File: src/hw/rtl/sufx_pkg.sv
`timescale 1ns / 1ps

package sufx_pkg;

  // Channel payloads
  typedef struct packed {
    logic [7:0] data_byte;
    logic       last_of_packet;
  } in_t;

  typedef struct packed {
    logic        kind;
    logic [7:0]  ufrag_byte;
    logic [1:0]  verdict;
    logic [15:0] ufrag_length;
    logic        last;
  } out_t;

  typedef enum logic [1:0] {
    VrdFound     = 2'd0,
    VrdAbsent    = 2'd1,
    VrdMalformed = 2'd2
  } verdict_e;

  localparam logic KindUfrag   = 1'b0;
  localparam logic KindVerdict = 1'b1;

  localparam int unsigned PosW = 17;
  localparam logic [PosW-1:0] HdrLen = 17'd20;
  localparam logic [PosW-1:0] PosMax = 17'h1FFFF;
  localparam logic [7:0] ColonChar = 8'h3A;
  localparam logic [15:0] UserTypeRst = 16'd6;

  // Work item handed from parser to result serializer
  typedef struct packed {
    logic        byte_vld;
    logic [7:0]  ufrag_byte;
    logic        vrd_vld;
    verdict_e    verdict;
    logic [15:0] length;
  } entry_t;

endpackage

File: src/hw/rtl/sufx_front.sv
`timescale 1ns / 1ps

module sufx_front (
  input  logic           clk_i,
  input  logic           rst_ni,
  input  logic           cfg_we_i,
  input  logic [15:0]    cfg_wdata_i,
  input  logic           acc_i,
  input  sufx_pkg::in_t  item_i,
  output logic           push_o,
  output sufx_pkg::entry_t entry_o
);
  import sufx_pkg::*;

  localparam logic [2:0] PhHeader     = 3'd0;
  localparam logic [2:0] PhWalk       = 3'd1;
  localparam logic [2:0] PhEmit       = 3'd2;
  localparam logic [2:0] PhAfterColon = 3'd3;
  localparam logic [2:0] PhFinished   = 3'd4;

  logic [15:0]     utype_q;
  logic [PosW-1:0] pos_q, pos_d;
  logic [15:0]     mlen_q, mlen_d;
  logic [2:0]      phase_q, phase_d;
  logic [15:0]     atype_q, atype_d;
  logic [15:0]     alen_q, alen_d;
  logic [PosW-1:0] nas_q, nas_d;
  logic [15:0]     cnt_q, cnt_d;
  verdict_e        pend_q, pend_d;

  logic [17:0] msg_end, s_end4, val_end, pos_p1;
  logic [18:0] next_hdr;
  logic [15:0] alen_new;
  logic [17:0] alen_pad;
  logic [7:0]  b;
  logic        emit_byte;
  verdict_e    vrd;

  always_comb begin
    b         = item_i.data_byte;
    msg_end   = 18'(HdrLen) + 18'(mlen_q);
    s_end4    = 18'(nas_q) + 18'd4;
    alen_new  = {alen_q[15:8], b};
    val_end   = s_end4 + 18'(alen_new);
    alen_pad  = (18'(alen_new) + 18'd3) & ~18'd3;
    next_hdr  = 19'(s_end4) + 19'(alen_pad);
    pos_p1    = 18'(pos_q) + 18'd1;
    emit_byte = 1'b0;
    vrd       = VrdAbsent;

    pos_d   = pos_q;
    mlen_d  = mlen_q;
    phase_d = phase_q;
    atype_d = atype_q;
    alen_d  = alen_q;
    nas_d   = nas_q;
    cnt_d   = cnt_q;
    pend_d  = pend_q;

    case (phase_q)
      PhHeader: begin
        if (pos_q == 17'd2) begin
          mlen_d = {b, 8'h00};
        end else if (pos_q == 17'd3) begin
          mlen_d = {mlen_q[15:8], b};
        end else if (pos_q == 17'd19) begin
          nas_d = HdrLen;
          if (mlen_q < 16'd4) begin
            phase_d = PhFinished;
            pend_d  = VrdAbsent;
          end else begin
            phase_d = PhWalk;
          end
        end
      end
      PhWalk: begin
        if (pos_q >= nas_q && 18'(pos_q) < s_end4) begin
          case (2'(pos_q - nas_q))
            2'd0: atype_d = {b, 8'h00};
            2'd1: atype_d = {atype_q[15:8], b};
            2'd2: alen_d = {b, 8'h00};
            default: begin
              alen_d = alen_new;
              if (atype_q == utype_q) begin
                if (val_end > msg_end) begin
                  phase_d = PhFinished;
                  pend_d  = VrdMalformed;
                end else if (alen_new == 16'd0) begin
                  phase_d = PhFinished;
                  pend_d  = VrdFound;
                end else begin
                  nas_d   = val_end[PosW-1:0];
                  phase_d = PhEmit;
                end
              end else if (next_hdr + 19'd4 > 19'(msg_end)) begin
                phase_d = PhFinished;
                pend_d  = VrdAbsent;
              end else begin
                nas_d = next_hdr[PosW-1:0];
              end
            end
          endcase
        end
      end
      PhEmit, PhAfterColon: begin
        if (phase_q == PhEmit) begin
          if (b == ColonChar) begin
            phase_d = PhAfterColon;
          end else begin
            emit_byte = 1'b1;
            cnt_d     = cnt_q + 16'd1;
          end
        end
        if (pos_p1 >= 18'(nas_q)) begin
          phase_d = PhFinished;
          pend_d  = VrdFound;
        end
      end
      default: ;
    endcase

    if (pos_q != PosMax) begin
      pos_d = pos_q + 17'd1;
    end

    if (phase_d == PhFinished) begin
      vrd = pend_d;
    end else if (phase_d == PhEmit || phase_d == PhAfterColon) begin
      vrd = VrdMalformed;
    end else begin
      vrd = VrdAbsent;
    end

    entry_o.byte_vld   = emit_byte;
    entry_o.ufrag_byte = b;
    entry_o.vrd_vld    = item_i.last_of_packet;
    entry_o.verdict    = vrd;
    entry_o.length     = cnt_d;
    push_o = acc_i && (emit_byte || item_i.last_of_packet);

    // end of datagram: back to the header state
    if (item_i.last_of_packet) begin
      pos_d   = '0;
      mlen_d  = '0;
      phase_d = PhHeader;
      atype_d = '0;
      alen_d  = '0;
      nas_d   = HdrLen;
      cnt_d   = '0;
      pend_d  = VrdAbsent;
    end
  end

  always_ff @(posedge clk_i or negedge rst_ni) begin
    if (!rst_ni) begin
      utype_q <= UserTypeRst;
      pos_q   <= '0;
      mlen_q  <= '0;
      phase_q <= PhHeader;
      atype_q <= '0;
      alen_q  <= '0;
      nas_q   <= HdrLen;
      cnt_q   <= '0;
      pend_q  <= VrdAbsent;
    end else begin
      if (cfg_we_i) begin
        utype_q <= cfg_wdata_i;
      end
      if (acc_i) begin
        pos_q   <= pos_d;
        mlen_q  <= mlen_d;
        phase_q <= phase_d;
        atype_q <= atype_d;
        alen_q  <= alen_d;
        nas_q   <= nas_d;
        cnt_q   <= cnt_d;
        pend_q  <= pend_d;
      end
    end
  end

endmodule

File: src/hw/rtl/sufx_fifo.sv
`timescale 1ns / 1ps

module sufx_fifo #(
  parameter int unsigned Depth = 4
) (
  input  logic              clk_i,
  input  logic              rst_ni,
  input  logic              push_i,
  input  sufx_pkg::entry_t  push_data_i,
  input  logic              pop_i,
  output sufx_pkg::entry_t  head_o,
  output logic              empty_o,
  output logic              full_o
);
  import sufx_pkg::*;

  localparam int unsigned AddrW = (Depth > 1) ? $clog2(Depth) : 1;
  localparam int unsigned CntW  = $clog2(Depth + 1);
  localparam logic [AddrW-1:0] LastAddr = AddrW'(Depth - 1);
  localparam logic [CntW-1:0]  FullCnt  = CntW'(Depth);

  entry_t           mem_q [Depth];
  logic [AddrW-1:0] wr_q, rd_q;
  logic [CntW-1:0]  cnt_q;

  assign head_o  = mem_q[rd_q];
  assign empty_o = (cnt_q == '0);
  assign full_o  = (cnt_q == FullCnt);

  always_ff @(posedge clk_i) begin
    if (push_i) begin
      mem_q[wr_q] <= push_data_i;
    end
  end

  always_ff @(posedge clk_i or negedge rst_ni) begin
    if (!rst_ni) begin
      wr_q  <= '0;
      rd_q  <= '0;
      cnt_q <= '0;
    end else begin
      if (push_i) begin
        wr_q <= (wr_q == LastAddr) ? '0 : wr_q + 1'b1;
      end
      if (pop_i) begin
        rd_q <= (rd_q == LastAddr) ? '0 : rd_q + 1'b1;
      end
      if (push_i && !pop_i) begin
        cnt_q <= cnt_q + 1'b1;
      end else if (pop_i && !push_i) begin
        cnt_q <= cnt_q - 1'b1;
      end
    end
  end

endmodule

File: src/hw/rtl/sufx_back.sv
`timescale 1ns / 1ps

module sufx_back (
  input  logic             clk_i,
  input  logic             rst_ni,
  input  sufx_pkg::entry_t head_i,
  input  logic             empty_i,
  output logic             pop_o,
  output logic             out_valid_o,
  input  logic             out_stall_i,
  output sufx_pkg::out_t   out_data_o
);
  import sufx_pkg::*;

  logic out_vld_q, out_vld_d;
  logic byte_done_q, byte_done_d;
  out_t res_q, res_d;
  logic load, take;

  always_comb begin
    load        = !out_vld_q || !out_stall_i;
    take        = load && !empty_i;
    pop_o       = 1'b0;
    byte_done_d = byte_done_q;
    res_d       = res_q;

    if (head_i.byte_vld && !byte_done_q) begin
      res_d.kind         = KindUfrag;
      res_d.ufrag_byte   = head_i.ufrag_byte;
      res_d.verdict      = '0;
      res_d.ufrag_length = '0;
      res_d.last         = !head_i.vrd_vld;
      pop_o              = take && !head_i.vrd_vld;
      if (take && head_i.vrd_vld) begin
        byte_done_d = 1'b1;
      end
    end else begin
      res_d.kind         = KindVerdict;
      res_d.ufrag_byte   = '0;
      res_d.verdict      = head_i.verdict;
      res_d.ufrag_length = head_i.length;
      res_d.last         = 1'b1;
      pop_o              = take;
      if (take) begin
        byte_done_d = 1'b0;
      end
    end

    out_vld_d = take ? 1'b1 : (load ? 1'b0 : out_vld_q);
  end

  always_ff @(posedge clk_i) begin
    if (take) begin
      res_q <= res_d;
    end
  end

  always_ff @(posedge clk_i or negedge rst_ni) begin
    if (!rst_ni) begin
      out_vld_q   <= 1'b0;
      byte_done_q <= 1'b0;
    end else begin
      out_vld_q   <= out_vld_d;
      byte_done_q <= byte_done_d;
    end
  end

  assign out_valid_o = out_vld_q;
  assign out_data_o  = res_q;

endmodule

File: src/hw/rtl/stun_username_ufrag_extractor.sv
`timescale 1ns / 1ps
// A result passes through the result queue and then the registered output stage before it is valid at the output.
// Throughput: one datagram byte per cycle while the result queue is not full; the parser handles each byte in one step.
// A final byte that also yields a ufrag byte takes two output transactions (byte, then verdict);
// the result queue between parser and serializer absorbs that.
// Reset: USERNAME type code returns to 6, parser to the header state, queue and output empty.

module stun_username_ufrag_extractor #(
  parameter int unsigned QueueDepth = 4
) (
  input  logic            clk_i,
  input  logic            rst_ni,
  // configuration: USERNAME attribute type code
  input  logic            cfg_we_i,
  input  logic [15:0]     cfg_wdata_i,
  // datagram bytes
  input  logic            in_valid_i,
  output logic            in_stall_o,
  input  sufx_pkg::in_t   in_data_i,
  // ufrag bytes and verdicts
  output logic            out_valid_o,
  input  logic            out_stall_i,
  output sufx_pkg::out_t  out_data_o
);
  import sufx_pkg::*;

  logic   in_acc;
  logic   push, pop, q_empty, q_full;
  entry_t push_entry, head_entry;

  // Stall comes from the registered queue fill, so it never depends on valid.
  assign in_stall_o = q_full;
  assign in_acc     = in_valid_i && !q_full;

  // Front: walks header and TLV attributes, one byte per transaction, and
  // queues at most one work entry per byte (ufrag byte and/or verdict).
  sufx_front u_front (
    .clk_i       (clk_i),
    .rst_ni      (rst_ni),
    .cfg_we_i    (cfg_we_i),
    .cfg_wdata_i (cfg_wdata_i),
    .acc_i       (in_acc),
    .item_i      (in_data_i),
    .push_o      (push),
    .entry_o     (push_entry)
  );

  // Short queue decoupling the parser from output backpressure.
  sufx_fifo #(
    .Depth (QueueDepth)
  ) u_fifo (
    .clk_i       (clk_i),
    .rst_ni      (rst_ni),
    .push_i      (push),
    .push_data_i (push_entry),
    .pop_i       (pop),
    .head_o      (head_entry),
    .empty_o     (q_empty),
    .full_o      (q_full)
  );

  // Back: expands each entry into one or two result transactions through
  // a registered output stage.
  sufx_back u_back (
    .clk_i       (clk_i),
    .rst_ni      (rst_ni),
    .head_i      (head_entry),
    .empty_i     (q_empty),
    .pop_o       (pop),
    .out_valid_o (out_valid_o),
    .out_stall_i (out_stall_i),
    .out_data_o  (out_data_o)
  );

endmodule
File: config.mk
export PLATFORM = sky130hd
export DESIGN_NAME = stun_username_ufrag_extractor
export DESIGN_NICKNAME = d
export VERILOG_FILES = /design/src/hw/rtl/sufx_pkg.sv /design/src/hw/rtl/sufx_front.sv /design/src/hw/rtl/sufx_fifo.sv /design/src/hw/rtl/sufx_back.sv /design/src/hw/rtl/stun_username_ufrag_extractor.sv
export SDC_FILE = /design/constraint.sdc
export NUM_CORES = 1
export LEC_CHECK = 0
export CAP_MARGIN = 15
export CORE_AREA = 2 2 214 258
export DETAILED_ROUTE_END_ITERATION = 12
export DIE_AREA = 0 0 216 260
export DONT_BUFFER_PORTS = 1
export PLACE_DENSITY_LB_ADDON = 0.1
export SKIP_LAST_GASP = 1
export SYNTH_ARGS = -nofsm -noshare
export SYNTH_HDL_FRONTEND = slang
export SYNTH_SLANG_ARGS = --single-unit
File: constraint.sdc
create_clock -name clk_i -period 5.3 [get_ports clk_i]
set_input_delay 0.795 -clock clk_i [delete_from_list [all_inputs] [get_ports clk_i]]
set_output_delay 0.795 -clock clk_i [all_outputs]
set_load 0.02 [all_outputs]
==> results of run 1 <==
## per-stage QoR
step | TNS, ns | hold slack [ns] | area [sq um] | worst slack (ns) | instances
2_1_floorplan | -4.58 | 0.450 | 16000 | -0.239 | 1443
3_3_place_gp | -17.79 | 0.480 | 18200 | -0.709 | 2303
3_5_place_dp | -20.89 | 0.478 | 18200 | -0.849 | 2303
4_1_cts | 0 | 0.0450 | 19500 | 0.00247 | 2370
5_1_grt | -5.82 | 0.0411 | 20100 | -0.259 | 2385
6_report | -0.0308 | 0.0836 | 20100 | -0.00777 | 2385
## path summary, 6_finish.rpt
kind                       slack (ns)                  end
min in group clk_i               0.34  u_fifo.mem_q[2][20]
setup / recovery               -0.008  u_fifo.mem_q[0][16]
hold reg to reg                  0.49      u_fifo.cnt_q[2]
hold / removal                   0.08     u_front.nas_q[4]
setup reg to reg               -0.008  u_fifo.mem_q[0][16]
max in group asynchronous        4.54     u_front.pos_q[8]
## cell usage after synthesis, types with 31 or more instances
library cell | n | area (sq um)
nand4_1 | 31 | 194
nand2_1 | 94 | 353
ha_1 | 128 | 1600
xnor2_1 | 86 | 753
o21ai_0 | 71 | 355
nor2_1 | 86 | 323
inv_1 | 80 | 300
xor2_1 | 34 | 298
edfxtp_1 | 140 | 4200
dfrtp_1 | 115 | 2880
a21oi_1 | 69 | 345
nand3_1 | 47 | 235
clkbuf_1 | 34 | 128
a22o_1 | 46 | 403
## power by group
group	switching, mW	leakage [nW]	internal, mW
sequential	0.374	2.83	2.57
clock	0.830	0.465	1.20
combinational	1.40	4.81	1.15
## state kept, by name, summed over array words and instances, names as in the netlist
name / cells
u_front.pos_q: 17
u_fifo.cnt_q: 3
u_front.pend_q: 2
u_front.utype_q: 16
u_fifo.wr_q: 2
u_front.alen_q: 8
u_front.atype_q: 16
u_fifo.mem_q: 112
u_back.out_data_o: 28
u_front.nas_q: 17
u_front.cnt_q: 16
u_front.mlen_q: 16
u_back.out_valid_o: 1
u_back.byte_done_q: 1
u_fifo.rd_q: 2
u_front.phase_q: 3
## layer usage
layer	vias up	track usage, %	part of all wire (%)
li1	5802	-	-
met1	5982	21.4	42
met2	177	33.4	53
met3	63	1.68	2.7
met4	0	4.91	2.6
met5	-	0	0
## area by class of cell
| type | instances | area, sq um | area share (%) |
|---|---|---|---|
| Timing Repair Buffer | 223 | 1780 | 8.85 |
| Sequential cell | 260 | 7210 | 35.8 |
| Multi-Input combinational cell | 1055 | 8990 | 44.6 |
| Clock inverter | 15 | 133 | 0.658 |
| Clock buffer | 40 | 840 | 4.17 |
| Tap cell | 712 | 891 | 4.42 |
| Inverter | 80 | 300 | 1.49 |
## kinds of logic (layout without fill, tap and decap cells)
group / after synthesis / after routing
XOR/XNOR: 121 / 121
buffers and inverters: 128 / 358
adder cells (fa/ha/maj): 132 / 132
AO/OA/AOI/OAI: 326 / 326
AND/OR/NAND/NOR: 416 / 416
multiplexers: 60 / 60
flip-flops: 260 / 260
## what timing repair did
item | CTS | global route
gates cloned | 0 | 1
endpoints found under the hold margin | 115 | 0
setup buffers | 12 | 16
pin swaps | 38 | 67
gates resized for setup | 51 | 85
setup endpoints to repair | 30 | 30
hold buffers | 1 | 0
==> impl_metrics.py, run 1 <==
metrics = {
    "critical_path": {
        "endpoint_kind": "flip-flop",
        "crit_top_cell": "buf_6",
        "r2r-start": "u_front.nas_q[2]",
        "crit_family": "simple AND/OR/NAND/NOR gates",
        "cp.depth": 27,
        "criticalPathCategory": "reg2reg",
        "crit_path_start": "u_front.nas_q[2]",
        "cp_max_fo": 6,
        "arrival_ns": 5.61,
        "cp.buffers_inverters": 6,
        "cp_slowest_cell": "dfstp_2",
        "required_ns": 5.61,
        "critPathLaunchType": "flip-flop",
        "r2r.worst_path.cells": 27,
        "slowest_delay_ns": 0.56,
    },
    "power_and_ir_drop": {
        "power_mw": 7.54,
        "power_density_nw_per_um2": 374,
        "leakagePower_nw": 8.11,
        "peakVddDrop_v": 0.000251,
    },
    "synth": {
        "synthXorXnorAreaFrac_pct": 6.71,
        "muxShareOfSynthArea_pct": 6.14,
        "synth_seq_cells": 260,
        "synthArstFlopShare_pct": 46.2,
        "synth-compound-area-share_pct": 14.4,
        "syn_area_sq_um": 15900,
        "synthesis.nets": 1605,
        "yosys_warnings": 0,
        "synth_top_family_by_area": "compound AO/OA/AOI/OAI gates",
        "ys_seq_area_share_pct": 45.4,
        "synth_edf_count": 140,
        "synthCells": 1443,
        "synth-main-ff-cell": "edfxtp_1",
        "synth-adder-area-share_pct": 10.6,
        "synth-simple-area-share_pct": 13.6,
        "syn_area_per_cell_sq_um": 11.0,
        "synthDistinctLibCells": 81,
    },
    "sta": {
        "post-route-period-util_pct": 100,
        "max_freq_mhz": 188,
        "setup_viol_count_final": 4,
        "max-slew-margin-rel_pct": 34.7,
        "finalCriticalPeriod_ns": 5.31,
        "rsz0062_at_grt": "yes",
        "worst_slew_pin_slew_ns": 0.974,
        "layout_setup_ws_ns": -0.00777,
        "slew_violations": 0,
        "skew_ns": 0.0203,
        "hold_violations": 0,
    },
    "clock_tree": {
        "clkSlewWorstSetupHoldPaths_ns": 0.06,
        "htreeDepth": 1,
        "cts_made_buffers": 30,
        "cts-root-buf": "clkbuf_16",
        "cts_tree": "yes",
        "clkLatencyLatePin_ns": 0.57,
        "cts_num_sinks": 260,
        "clock_path_buffers": 3,
    },
    "route": {
        "firstDrtPassIters": 6,
        "wire_per_inst_um": 20.9,
        "remaining_drc_errors": 0,
        "wl_um": 49900,
        "vias": 12000,
        "ant_nets": 0,
        "drt_iter0_drc": 638,
        "avgViaCountPerCell": 5.04,
    },
    "min_path": {
        "min_path_type": "in2async",
    },
    "finish": {
        "drive_gt1_share_pct": 27.0,
        "final_common_cell": "buf_4",
        "num_antenna_cells": 0,
        "fill_cells": 5278,
        "syn_to_final_growth_pct": 26.7,
        "mostFrequentLayoutCells": "buf_4, edfxtp_1, ha_1",
        "final_util_pct": 37.6,
        "fin_nets": 1812,
    },
    "floorplan": {
        "dieWidth_um": 216,
        "pin_count": 60,
        "die_y_um": 260,
        "initial_core_util_pct": 29.7,
        "num_rows": 93,
        "die_area_sq_um": 56200,
        "core-area_sq_um": 53500,
    },
    "global_route": {
        "grt_max_degree": 116,
        "track_usage_pct": 17.7,
        "antenna_found_initial": 1,
        "overflow": 0,
        "grt_pass1_vias": 12500,
        "grt_pass1_wl_um": 76100,
    },
    "flow_run": {
        "drv_cap": 0,
    },
    "placement": {
        "dp_hpwl_um": 36400,
        "globalplace.congestion": 0.838,
        "port_buffers": 0,
    },
    "status": {
        "status": "finished, violations left",
        "violations": "negative setup slack",
    },
}
Power figures use the tool's default switching activity.
==> run 2: changes to the inputs <==
--- a/config.mk
+++ b/config.mk
@@ -6,9 +6,9 @@
 export NUM_CORES = 1
 export LEC_CHECK = 0
 export CAP_MARGIN = 15
-export CORE_AREA = 2 2 214 258
+export CORE_AREA = 2 2 234 236
 export DETAILED_ROUTE_END_ITERATION = 12
-export DIE_AREA = 0 0 216 260
+export DIE_AREA = 0 0 236 238
 export DONT_BUFFER_PORTS = 1
 export PLACE_DENSITY_LB_ADDON = 0.1
 export SKIP_LAST_GASP = 1
==> impl_metrics.py, run 2 (same netlist as run 1, synthesis figures left out) <==
metrics = {
    "sta": {
        "post-route-period-util_pct": 101,
        "rsz0062_at_grt": "yes",
        "worst_slew_pin_slew_ns": 0.933,
        "layout_setup_ws_ns": -0.0716,
        "hold_violations": 0,
        "setup_viol_count_final": 9,
        "finalCriticalPeriod_ns": 5.37,
        "setup_tns_ns": -0.364,
        "skew_ns": 0.0201,
        "holdWs_ns": 0.0786,
        "slew_violations": 0,
        "max-slew-margin-rel_pct": 37.6,
        "max_freq_mhz": 186,
    },
    "placement": {
        "place_ws_ns": -0.731,
        "dp_hpwl_um": 35200,
        "placed_cells": 2278,
        "globalplace.congestion": 0.840,
        "port_buffers": 0,
    },
    "critical_path": {
        "required_ns": 5.61,
        "cp_max_fo": 5,
        "critPathLaunchType": "flip-flop",
        "cp_slowest_cell": "dfstp_2",
        "r2r_setup_slack_ns": -0.07,
        "criticalPathCategory": "reg2reg",
        "worst_r2r_endpoint": "u_fifo.mem_q[2][16]",
        "endpoint_kind": "flip-flop",
        "arrival_ns": 5.68,
        "slowest_delay_ns": 0.53,
        "r2r.worst_path.cells": 25,
        "r2r-start": "u_front.nas_q[4]",
        "crit_path_start": "u_front.nas_q[4]",
    },
    "min_path": {
        "min_path_type": "in2async",
    },
    "power_and_ir_drop": {
        "internal_power_mw": 4.83,
        "comb_power_share_pct": 32.1,
        "swShare_pct": 34.5,
        "leakagePower_nw": 8.00,
        "clock_power_share_pct": 27.8,
        "power_density_nw_per_um2": 372,
        "power_frac_seq_pct": 40.1,
        "peakVddDrop_v": 0.000284,
        "net-switching-power_mw": 2.54,
    },
    "route": {
        "firstDrtPassIters": 4,
        "vias": 11800,
        "ant_nets": 0,
        "wire_per_inst_um": 20.6,
        "drt_iter0_drc": 596,
        "remaining_drc_errors": 0,
        "avgViaCountPerCell": 5.02,
        "wl_um": 48600,
    },
    "finish": {
        "syn_to_final_growth_pct": 24.8,
        "drive_gt1_share_pct": 25.5,
        "fin_cells": 2356,
        "num_antenna_cells": 0,
        "seqCellArea_sq_um": 7210,
        "fin_nets": 1798,
        "largest_reg_flops": 112,
        "mostFrequentLayoutCells": "buf_4, edfxtp_1, ha_1",
        "fill_cells": 5262,
        "multi_input_area_sq_um": 8830,
        "final_common_cell": "buf_4",
        "largest_register": "u_fifo.mem_q",
    },
    "clock_tree": {
        "cts-root-buf": "clkbuf_16",
        "cts_tree": "yes",
        "clkSlewWorstSetupHoldPaths_ns": 0.06,
        "cts_made_buffers": 30,
        "clock_path_buffers": 3,
        "cts_num_sinks": 260,
        "clkLatencyLatePin_ns": 0.56,
        "htreeDepth": 1,
    },
    "status": {
        "violations": "negative setup slack",
        "status": "finished, violations left",
    },
    "global_route": {
        "track_usage_pct": 17.4,
        "grt_pass1_vias": 12300,
        "overflow": 0,
        "grt_pass1_wl_um": 75300,
        "grt_max_degree": 116,
        "antenna_found_initial": 0,
    },
    "floorplan": {
        "die_area_sq_um": 56200,
        "num_rows": 85,
        "die_y_um": 238,
        "pin_count": 60,
        "initial_core_util_pct": 29.7,
        "core-area_sq_um": 53500,
        "dieWidth_um": 236,
    },
    "flow_run": {
        "drv_cap": 0,
    },
}
-- run 2: cell types whose count changed in the layout (fill, tap and decap cells not counted), moves of 4 or more --
cell / previous run / this run
clkinv_2: 2 / 7
buf_4: 205 / 197
a21oi_1: 52 / 56
buf_6: 13 / 9
-- run 2: worst max path at each step --
stage                               end  slack [ns]  depth (start not counted)
floorplan           u_fifo.mem_q[0][16]       -0.24                         29
global placement    u_fifo.mem_q[0][16]       -0.62                         28
detailed placement  u_fifo.mem_q[0][17]       -0.73                         28
CTS                   u_front.nas_q[16]       0.003                         25
global route        u_fifo.mem_q[1][16]       -0.36                         28
finish              u_fifo.mem_q[2][16]       -0.07                         25
-- run 2: metrics by stage --
stage / total power [mW] / instance area (sq um) / utilization [%]
2_1_floorplan: 4.41 / 16000 / -
3_3_place_gp: 5.21 / 18100 / 33.9
3_5_place_dp: 5.23 / 18100 / 33.9
4_1_cts: 7.43 / 19400 / 36.3
5_1_grt: 7.84 / 19800 / 37.1
6_report: 7.37 / 19800 / 37.1
-- run 2: per-layer routing --
| metal | track usage [%] | share of wire, % |
|---|---|---|
| met4 | 4.34 | 2.2 |
| met5 | 0 | 0 |
| met3 | 2.16 | 2.5 |
| met1 | 23.9 | 48 |
| met2 | 29.0 | 47 |
-- run 2: final cells by class --
type,count,share of cell area [%]
multi-input combinational,1055,44.5
sequential,260,36.4
timing repair buffer,209,8.31
tap,696,4.39
clock buffer,38,4.04
inverter,80,1.53
clock inverter,18,0.826
-- run 2: what timing repair did --
item / CTS / global route
setup buffers: 10 / 11
resized for setup: 50 / 57
cloned: 0 / 0
setup endpoints to repair: 30 / 30
pin swaps: 27 / 48
endpoints found under the hold margin: 115 / 0
hold buffers: 1 / 0
-- run 2: power by group through the flow --
stage	registers [mW]	clock network, mW	logic [mW]
floorplan	2.91	0	1.50
global placement	2.99	0	2.23
detailed placement	2.99	0	2.24
CTS	2.96	2.12	2.35
global route	3.00	2.21	2.63
finish	2.95	2.05	2.37
-- run 2: worst max-delay path: cells and delay by family, from the launching register on --
kind | cells | cell delay, ns
DFF | 1 | 0.53
xor gates and xnor gates | 2 | 0.32
and+or+nand+nor | 9 | 1.44
buffers and inverters | 3 | 0.42
AOI/OAI and AO/OA | 9 | 1.80
adders and majority gates | 2 | 0.59
==> run 3: changes to the inputs <==
--- a/config.mk
+++ b/config.mk
@@ -7,10 +7,12 @@
 export LEC_CHECK = 0
 export CAP_MARGIN = 15
 export CORE_AREA = 2 2 234 236
+export CTS_CLUSTER_SIZE = 12
 export DETAILED_ROUTE_END_ITERATION = 12
 export DIE_AREA = 0 0 236 238
 export DONT_BUFFER_PORTS = 1
 export PLACE_DENSITY_LB_ADDON = 0.1
+export SETUP_SLACK_MARGIN = 0.1
 export SKIP_LAST_GASP = 1
 export SYNTH_ARGS = -nofsm -noshare
 export SYNTH_HDL_FRONTEND = slang
==> impl_metrics.py, run 3 (same netlist as run 1, synthesis figures left out) <==
metrics = {
    "power_and_ir_drop": {
        "peakVddDrop_v": 0.000246,
        "internal_power_mw": 5.08,
        "power_mw": 7.69,
        "power_density_nw_per_um2": 381,
        "clock_power_share_pct": 28.8,
        "power_frac_seq_pct": 38.3,
        "comb_power_share_pct": 32.9,
        "swShare_pct": 33.9,
        "net-switching-power_mw": 2.61,
        "leakagePower_nw": 8.09,
    },
    "critical_path": {
        "r2r_setup_slack_ns": -0.07,
        "worst_r2r_endpoint": "u_fifo.mem_q[2][16]",
        "critPathLaunchType": "flip-flop",
        "arrival_ns": 5.80,
        "r2r-start": "u_front.nas_q[2]",
        "cp_max_fo": 4,
        "crit_family": "compound AO/OA/AOI/OAI gates",
        "cp.buffers_inverters": 8,
        "slowest_delay_ns": 0.56,
        "crit_top_cell": "buf_4",
        "r2r.worst_path.cells": 27,
        "criticalPathCategory": "reg2reg",
        "endpoint_kind": "flip-flop",
        "cp_slowest_cell": "dfstp_2",
        "required_ns": 5.73,
    },
    "clock_tree": {
        "htreeDepth": 1,
        "clkLatencyLatePin_ns": 0.58,
        "cts_made_buffers": 31,
        "cts_tree": "yes",
        "cts-root-buf": "clkbuf_16",
        "cts_num_sinks": 260,
        "clock_path_buffers": 3,
        "clkSlewWorstSetupHoldPaths_ns": 0.06,
    },
    "finish": {
        "fill_cells": 5215,
        "seqCellArea_sq_um": 7210,
        "largest_reg_flops": 112,
        "drive_gt1_share_pct": 26.7,
        "final_common_cell": "buf_4",
        "largest_register": "u_fifo.mem_q",
        "final_util_pct": 37.7,
        "num_antenna_cells": 0,
        "mostFrequentLayoutCells": "buf_4, edfxtp_1, ha_1, dfrtp_1, nand2_1",
        "syn_to_final_growth_pct": 26.8,
        "multi_input_area_sq_um": 8910,
        "fin_nets": 1811,
    },
    "placement": {
        "port_buffers": 0,
        "globalplace.congestion": 0.845,
        "dp_hpwl_um": 34900,
        "place_ws_ns": -0.751,
    },
    "global_route": {
        "track_usage_pct": 17.3,
        "grt_pass1_vias": 12300,
        "antenna_found_initial": 0,
        "overflow": 0,
        "grt_pass1_wl_um": 75100,
        "grt_max_degree": 116,
    },
    "sta": {
        "setup_viol_count_final": 19,
        "max_freq_mhz": 186,
        "finalCriticalPeriod_ns": 5.37,
        "rsz0062_at_grt": "yes",
        "slew_violations": 0,
        "setup_tns_ns": -0.803,
        "post-route-period-util_pct": 101,
        "max-slew-margin-rel_pct": 38.2,
        "worst_slew_pin_slew_ns": 0.923,
        "hold_violations": 0,
        "layout_setup_ws_ns": -0.0735,
        "skew_ns": 0.0261,
    },
    "status": {
        "status": "finished, violations left",
        "violations": "negative setup slack",
    },
    "floorplan": {
        "die_y_um": 238,
        "core-area_sq_um": 53500,
        "die_area_sq_um": 56200,
        "initial_core_util_pct": 29.7,
        "num_rows": 85,
        "dieWidth_um": 236,
        "pin_count": 60,
    },
    "route": {
        "firstDrtPassIters": 5,
        "drt_iter0_drc": 622,
        "wire_per_inst_um": 20.4,
        "vias": 12000,
        "ant_nets": 0,
        "wl_um": 48200,
        "avgViaCountPerCell": 5.05,
        "remaining_drc_errors": 0,
    },
    "flow_run": {
        "drv_cap": 0,
    },
    "min_path": {
        "min_path_type": "in2async",
    },
}
run 3: changes by cell type in the layout (fill, tap and decap cells not counted), moves of 3 or more:
cell      before  now
clkbuf_8       0    3
clkinv_1       6    2
clkinv_2       7    4
xnor2_1       78   81
nand2_2        4    1
clkbuf_1       7   10
buf_12         2    5
ha_4           9   13
ha_1         117  114
o21ai_1       10    7
buf_4        197  204
nand2_1       89   92
run 3: timing repair:
item,CTS,global route
resized for setup,70,50
cloned,1,0
hold endpoints to repair,115,0
buffers inserted,23,10
pin swaps,38,49
hold buffers,1,0
setup endpoints to repair,30,30
run 3: how the worst max path moves through the flow:
stage | slack [ns] | startpoint | end | cells after the start
2_1_floorplan | -0.24 | in_data_i[2] | u_fifo.mem_q[0][16] | 29
3_3_place_gp | -0.61 | in_data_i[1] | u_fifo.mem_q[0][17] | 30
3_5_place_dp | -0.75 | in_data_i[2] | u_fifo.mem_q[3][17] | 31
4_1_cts | -0.03 | u_front.nas_q[2] | u_fifo.mem_q[2][17] | 26
5_1_grt | -0.31 | u_front.nas_q[4] | u_front.nas_q[16] | 28
6_report | -0.07 | u_front.nas_q[2] | u_fifo.mem_q[2][16] | 27
run 3: metrics by stage:
step | cells | hold WS, ns | area [sq um]
floorplan | 1443 | 0.450 | 16000
global placement | 2277 | 0.475 | 18100
detailed placement | 2277 | 0.472 | 18100
CTS | 2360 | 0.0128 | 19800
global route | 2370 | 0.0149 | 20200
finish | 2370 | 0.0584 | 20200
run 3: power by group through the flow:
stage          combinational [mW]  sequential [mW]  clock, mW
6_report                     2.53             2.95       2.22
3_5_place_dp                 2.27             2.98          0
4_1_cts                      2.39             2.95       2.29
5_1_grt                      2.79             2.99       2.37
2_1_floorplan                1.49             2.91          0
3_3_place_gp                 2.25             2.98          0
run 3: final cells by class:
class	instances	share of cell area (%)
Clock buffer	44	4.24
Clock inverter	14	1.01
Inverter	80	1.52
Multi-Input combinational cell	1055	44.2
Sequential cell	260	35.8
Tap cell	696	4.32
Timing Repair Buffer	221	8.93
run 3: metal layers:
layer  GRT usage, %  share of wire, %
met1           23.4                47
met2           28.8                46
met3           2.06               3.0
met4           5.77               3.1
met5              0                 0
run 3: worst reg2reg max path, stage by stage, from the launching register on:
cell and delay [ns]:
dfstp_2 0.56, ha_4 0.15, buf_6 0.13, xor2_2 0.17, buf_6 0.15, ha_4 0.20
nor2b_4 0.13, o31a_1 0.30, o31a_1 0.29, a21o_4 0.21, buf_6 0.13, nor4_4 0.31
buf_4 0.16, buf_4 0.09, buf_4 0.10, nand2_1 0.06, xnor2_1 0.14, ha_1 0.27
nand2_1 0.09, buf_4 0.14, a21oi_1 0.16, o21ai_2 0.10, nand3_4 0.12, buf_4 0.12
a21oi_2 0.03, or4_4 0.50, a32oi_4 0.23, a2bb2oi_4 0.19
